--- src/rtl/gcps_pkg.sv ---
package gcps_pkg;

   localparam int GRID_SIDE        = 128;
   localparam int CHAIN_LIMIT      = 1024;
   localparam int NODE_STORE_BYTES = 65536;

   localparam int GRID_BITS  = $clog2(GRID_SIDE);
   localparam int CELL_BITS  = 2 * GRID_BITS;
   localparam int GRID_CELLS = GRID_SIDE * GRID_SIDE;
   localparam int NODE_BITS  = $clog2(NODE_STORE_BYTES);
   localparam int SEEN_BITS  = $clog2(CHAIN_LIMIT + 1);

   localparam int NODE_READS = 12;
   localparam int STEP_BITS  = $clog2(NODE_READS);

   typedef enum logic [1:0] {
      CMD_GRID_WRITE = 2'd0,
      CMD_NODE_WRITE = 2'd1,
      CMD_QUERY      = 2'd2,
      CMD_UNUSED     = 2'd3
   } command_type;

   typedef struct packed {
      logic [1:0]         command;
      logic [15:0]        address;
      logic [15:0]        write_data;
      logic [15:0]        type_mask;
      logic signed [15:0] center_x;
      logic signed [15:0] center_y;
      logic signed [15:0] center_z;
      logic signed [15:0] range_x;
      logic signed [15:0] range_y;
      logic signed [15:0] range_z;
   } req_type;

   typedef struct packed {
      logic        found;
      logic [15:0] node_id;
   } rsp_type;

   typedef struct packed {
      logic                 load_query;
      logic                 grid_write;
      logic                 node_write;
      logic                 clear_step;
      logic                 cell_read;
      logic                 head_load;
      logic                 node_read;
      logic [STEP_BITS-1:0] step;
      logic                 advance;
      logic                 cell_next;
      logic                 respond;
      logic                 found;
   } ctrl_cmd_type;

   typedef struct packed {
      logic clear_last;
      logic head_zero;
      logic match;
      logic next_zero;
      logic seen_last;
      logic last_cell;
   } ctrl_status_type;

   // node byte read order: flags, type word, x, y, z, next id
   function automatic logic [15:0] node_offset(input logic [STEP_BITS-1:0] step);
      logic [15:0] off;
      case (step)
         4'd0:    off = 16'h0018;
         4'd1:    off = 16'h000b;
         4'd2:    off = 16'h001c;
         4'd3:    off = 16'h001d;
         4'd4:    off = 16'h0004;
         4'd5:    off = 16'h0005;
         4'd6:    off = 16'h0006;
         4'd7:    off = 16'h0007;
         4'd8:    off = 16'h0008;
         4'd9:    off = 16'h0009;
         4'd10:   off = 16'h0000;
         4'd11:   off = 16'h0001;
         default: off = 16'h0000;
      endcase
      return off;
   endfunction

endpackage

--- src/rtl/gcps_ctrl.sv ---
module gcps_ctrl (
   input  logic                      clock,
   input  logic                      reset,
   input  logic                      start,
   input  logic [1:0]                command,
   output logic                      busy,
   input  gcps_pkg::ctrl_status_type status,
   output gcps_pkg::ctrl_cmd_type    cmd
);
   import gcps_pkg::*;

   typedef enum logic [7:0] {
      ST_CLEAR = 8'b0000_0001,
      ST_IDLE  = 8'b0000_0010,
      ST_CELL  = 8'b0000_0100,
      ST_HEAD  = 8'b0000_1000,
      ST_NEXT  = 8'b0001_0000,
      ST_NODE  = 8'b0010_0000,
      ST_WAIT  = 8'b0100_0000,
      ST_EVAL  = 8'b1000_0000
   } state_type;

   state_type            state_ff, state_in;
   logic [STEP_BITS-1:0] step_ff, step_in;

   assign busy = (state_ff != ST_IDLE);

   always_comb begin
      state_in = state_ff;
      step_in  = step_ff;
      cmd      = '0;
      cmd.step = step_ff;
      case (state_ff)
         ST_CLEAR: begin
            cmd.clear_step = 1'b1;
            if (status.clear_last) state_in = ST_IDLE;
         end
         ST_IDLE: begin
            if (start) begin
               cmd.load_query = 1'b1;
               case (command)
                  CMD_QUERY: state_in = ST_CELL;
                  CMD_GRID_WRITE: begin
                     cmd.grid_write = 1'b1;
                     cmd.respond    = 1'b1;
                  end
                  CMD_NODE_WRITE: begin
                     cmd.node_write = 1'b1;
                     cmd.respond    = 1'b1;
                  end
                  default: cmd.respond = 1'b1;
               endcase
            end
         end
         ST_CELL: begin
            cmd.cell_read = 1'b1;
            state_in      = ST_HEAD;
         end
         ST_HEAD: begin
            if (status.head_zero) begin
               state_in = ST_NEXT;
            end else begin
               cmd.head_load = 1'b1;
               step_in       = '0;
               state_in      = ST_NODE;
            end
         end
         ST_NEXT: begin
            if (status.last_cell) begin
               cmd.respond = 1'b1;
               state_in    = ST_IDLE;
            end else begin
               cmd.cell_next = 1'b1;
               state_in      = ST_CELL;
            end
         end
         ST_NODE: begin
            cmd.node_read = 1'b1;
            if (step_ff == STEP_BITS'(NODE_READS - 1)) state_in = ST_WAIT;
            else step_in = step_ff + 1'b1;
         end
         ST_WAIT: state_in = ST_EVAL;
         ST_EVAL: begin
            if (status.match) begin
               cmd.respond = 1'b1;
               cmd.found   = 1'b1;
               state_in    = ST_IDLE;
            end else if (status.next_zero || status.seen_last) begin
               state_in = ST_NEXT;
            end else begin
               cmd.advance = 1'b1;
               step_in     = '0;
               state_in    = ST_NODE;
            end
         end
         default: state_in = ST_IDLE;
      endcase
   end

   always_ff @(posedge clock) begin
      if (reset) begin
         state_ff <= ST_CLEAR;
         step_ff  <= '0;
      end else begin
         state_ff <= state_in;
         step_ff  <= step_in;
      end
   end

endmodule

--- config.mk ---
export PLATFORM = sky130hd
export DESIGN_NAME = gcps_ctrl
export DESIGN_NICKNAME = d
export VERILOG_FILES = /design/src/rtl/gcps_pkg.sv /design/src/rtl/gcps_ctrl.sv
export SDC_FILE = /design/constraint.sdc
export NUM_CORES = 1
export LEC_CHECK = 0
export BUFFER_PORTS_ARGS = -buffer_cell sky130_fd_sc_hd__buf_2
export CORE_UTILIZATION = 45
export CTS_CLUSTER_SIZE = 20
export DETAILED_ROUTE_END_ITERATION = 12
export PLACE_DENSITY = 0.81
export SYNTH_ARGS = -nofsm -noshare
export SYNTH_HDL_FRONTEND = slang
export SYNTH_SLANG_ARGS = --single-unit
export TNS_END_PERCENT = 50
--- constraint.sdc ---
create_clock -name clock -period 2.75 [get_ports clock]
set_input_delay 0.1375 -clock clock [delete_from_list [all_inputs] [get_ports clock]]
set_output_delay 0.1375 -clock clock [all_outputs]
set_load 0.005 [all_outputs]
---- Yosys cells after proc, flatten, opt, wreduce, memory -nomap -nowiden ----
Index checks and enable logic that the tools add are counted.
word-level totals
  bits in registers ....................... 12
  input bits .............................. 11
  output and inout port bits .............. 16
  word-level logic and storage cells ...... 62
operators by class
  $add $sub $neg .......................... 1
  equality and inequality tests ........... 20
  muxes and demuxes ....................... 34
  reductions and logical operators ........ 5
operator list
  operator               number
  $pmux W8 S8            1
  $mux W8                5
  $mux W1                16
  $mux W4                4
  $ne A2 B2 Y1 const B   7
  $mux W6                2
  $pmux W4 S3            1
  $mux W3                3
  $eq A8 B1 Y1 const B   1
  $eq A8 B2 Y1 const B   1
  $eq A8 B3 Y1 const B   1
  $eq A8 B4 Y1 const B   1
  $eq A8 B5 Y1 const B   1
  $eq A8 B6 Y1 const B   1
  $eq A8 B7 Y1 const B   1
  $eq A8 B8 Y1 const B   1
  $ne A8 B2 Y1 const B   1
  $reduce_and A5 Y1      1
  $add A4 B1 Y4 const B  1
  $eq A4 B4 Y1 const B   1
  $reduce_and A4 Y1      1
  $pmux W1 S3            1
  $reduce_bool A3 Y1     1
  $eq A2 B1 Y1 const B   1
  5 further kinds        5

---- Longest topological paths before layout ----
  depth in word-level cells ............... 4
  mapped depth ............................ 6
  mapped depth without buffers ............ 5

---- Worst setup path before layout ----
No wires, ideal clock.
  path type ............................... register -> output
  from .................................... register state_ff[4]
  to ...................................... output cmd[1] (netlist name)
  arrival time ............................ 1524 ps
  required time ........................... 2612 ps
  setup slack ............................. 1088 ps
  stages on the path, launching flop included .. 5
  buffers on the path ..................... 0
  cells stage by stage .................... dfxtp_1 > or4_4 > nor4_1 > nor2_1 > o21ai_0
RTL lines
  element                 line              RTL
  start, declared         gcps_ctrl.sv:23   state_type state_ff, state_in;
  start signal, assigned  gcps_ctrl.sv:105  state_ff <= state_in;
  end, declared           gcps_ctrl.sv:8    output gcps_pkg::ctrl_cmd_type cmd

==> out/qor.csv <==
stage,metric,value,unit
detailed_routing,drt_iter0_drc,24,
layout,final_cell_mix,"26 x buf_2, 12 x dfxtp_1, 11 x nor2_1, 9 x nand2_1, 7 x inv_1",
outcome,run_status,completed,
placed_design,hpwl,1.637,mm
synthesis,syn_nets,126,
layout,fin_area,0.001036,mm2
synthesis,synth_warnings,0,
power_and_ir_drop,p_per_area,405.9,mW/mm2
timing,max_slew_margin,60.65,%
setup_path,crit_chain,"or4_4, nor4_1, nor2_1, o21ai_0, buf_2",
detailed_routing,drc,0,
setup_path,worstSetupPathType,reg -> out,
global_routing,antenna_found_initial,0,
synthesis,synth_seq_cells,12,
timing,rsz0062_at_grt,no,
timing,min_period_over_period,80.54,%
setup_path,crit_path_max_fanout,8,
cts,cts_root_buf,clkbuf_4,
cts,clk_latency,0.28,ns
floorplan,die_w,45.90,um
global_routing,overflow,0,
floorplan,row_count,15,
setup_path,worst-path-buf-inv,1,
cts,h-tree-depth,1,
floorplan,dieArea,0.002106,mm2
cts,clk_pin_slew_worst_paths,0.08,ns
timing,fin_skew,0.002460,ns
synthesis,syn-instance-count,114,
layout,drive_gt1_share,23.19,%
timing,hold_ws,0.1537,ns
setup_path,cpMaxStageDelayCell,or4_4,
global_routing,grt_max_degree,13,
synthesis,synth_edf_count,0,
global_routing,grt-busiest-layer,met2,
synthesis,synth_seq_area_share,27.71,%
cts,cts_setup_buffers,0,
floorplan,core-area,0.001764,mm2
timing,hold_violations,0,
setup_path,endpoint_kind,primary output,
placed_design,dp.cells,159,
floorplan,initial_core_util,49.15,%
layout,final_common_cell,buf_2,
timing,fmaxAchievable,0.4515,GHz
setup_path,crit_path_start_kind,flip-flop,
synthesis,syn_avg_cell_area,7.606,um2
detailed_routing,totalWireLength,2.104,mm
detailed_routing,viasPerCell,5.877,
synthesis,async_reset_ff_share,0,%
synthesis,synth_cell_types,39,
worst_hold_path,hold_class,in -> reg,
layout,syn_to_final_growth,19.48,%
timing,fin_tns_setup,0,ns
placed_design,place.gp.congestion,0.8549,
detailed_routing,first_pass_iters,4,
global_routing,use_met2,34.37,%
setup_path,arrival,2.08,ns
cts,cts_resized,0,
cts,cts_hold_buf,0,
floorplan,die-height,45.90,um
cts,cts_tree,yes,
detailed_routing,ant_nets,0,
power_and_ir_drop,irDropWorstVdd,328.8,uV
layout,final_nets,151,
setup_path,critical-path-max-stage-delay,0.60,ns
global_routing,grt_pass1_wl,3.394,mm
placed_design,placed_cell_area,999.7,um2
run,drv_cap,0,
global_routing,grt_pass1_vias,779,
timing,setup_viol,0,
global_routing,grtUsageTotal,21.79,%
setup_path,cp_top_family,simple AND/OR/NAND/NOR gates,
floorplan,pin_count,27,
global_routing,grtUsageMet1,30.14,%
timing,min_period,2.215,ns
cts,cts_max_path_buffers,2,
synthesis,synth_area,867.1,um2
power_and_ir_drop,p_leak,0.4431,nW
layout,n_antenna_cell,0,
synthesis,synth_flop_cell,dfxtp_1,
layout,final_cells,163,
layout,utilization,58.72,%
cts,numClockSinks,12,
detailed_routing,vias,958,
placed_design,io_buffer_count,26,
cts,cts_made_buffers,3,
timing,tightest_slew,0.5828,ns
global_routing,use_met3,6.349,%
detailed_routing,wl_per_cell,12.91,um
setup_path,crit_required,2.61,ns
timing,slew_violations,0,
[worst register-to-register path: stages (launching register included)]
cell and delay [ns]:
dfxtp_1 0.38, nor4_1 0.54, and4_1 0.45, a41oi_1 0.16
a311oi_1 0.25
[stage by stage]
step,power [W],setup slack (ns)
2_1_floorplan,0.0002499,1.088
6_report,0.0004205,0.5352
3_3_place_gp,0.0002755,0.8601
3_5_place_dp,0.0002777,0.8764
4_1_cts,0.0004221,0.5626
5_1_grt,0.0004396,0.3852
[cell families after synthesis]
family	count (synthesis)	synth area share, %
buf+inv	13	6.350
compound gates	19	15.87
simple gates	65	44.30
flops	12	27.71
xor+xnor	2	2.021
mux	2	2.309
fa+ha+maj	1	1.443
[worst paths after layout]
check	cells after the start	to	from	slack [ns]
setup / recovery	5	cmd[1]	state_ff[4]	0.54
hold / removal	2	step_ff[3]	reset	0.15
hold reg to reg	2	step_ff[1]	step_ff[1]	0.51
setup reg to reg	4	step_ff[3]	state_ff[4]	0.87
[per-layer routing]
| metal | wire length, um | vias up |
|---|---|---|
| met5 | 0 | - |
| met3 | 113 | 4 |
| met2 | 960 | 29 |
| li1 | - | 479 |
| met1 | 1018 | 446 |
| met4 | 11 | 0 |
[state kept, by name, summed over array words and instances (netlist names)]
name      flops
step_ff       4
state_ff      8
[synthesized netlist by cell type (all sizes together), types with 2 or more instances]
cell	number	area [um2]
a211oi	3	22.52
a21oi	3	15.01
and3	2	12.51
and4	4	35.03
buf	3	17.52
clkbuf	3	11.26
dfxtp	12	240.2
inv	7	26.28
mux2i	2	20.02
nand2	9	33.78
nand3	6	30.03
nand3b	3	22.52
nand4	2	12.51
nor2	11	41.29
nor2b	4	25.02
nor3	7	40.04
nor3b	4	30.03
nor4	4	25.02
nor4b	3	26.28
o21ai	3	15.01
o32ai	2	17.52
xor2	2	17.52
[power by group]
part,switching [W],internal (W)
Clock,0.0000651,0.0000807
Combinational,0.0000436,0.0000380
Sequential,0.0000139,0.000179
Total,0.000123,0.000298
[area by class of cell]
cell class / instances / area (um2)
Multi-Input combinational cell: 89 / 571.8
Clock buffer: 4 / 36.28
Tap cell: 25 / 31.28
Timing Repair Buffer: 26 / 130.1
Inverter: 7 / 26.28
Sequential cell: 12 / 240.2
Fill cell: 183 / 728.2
Note: power is estimated with default switching activity, not from simulation.
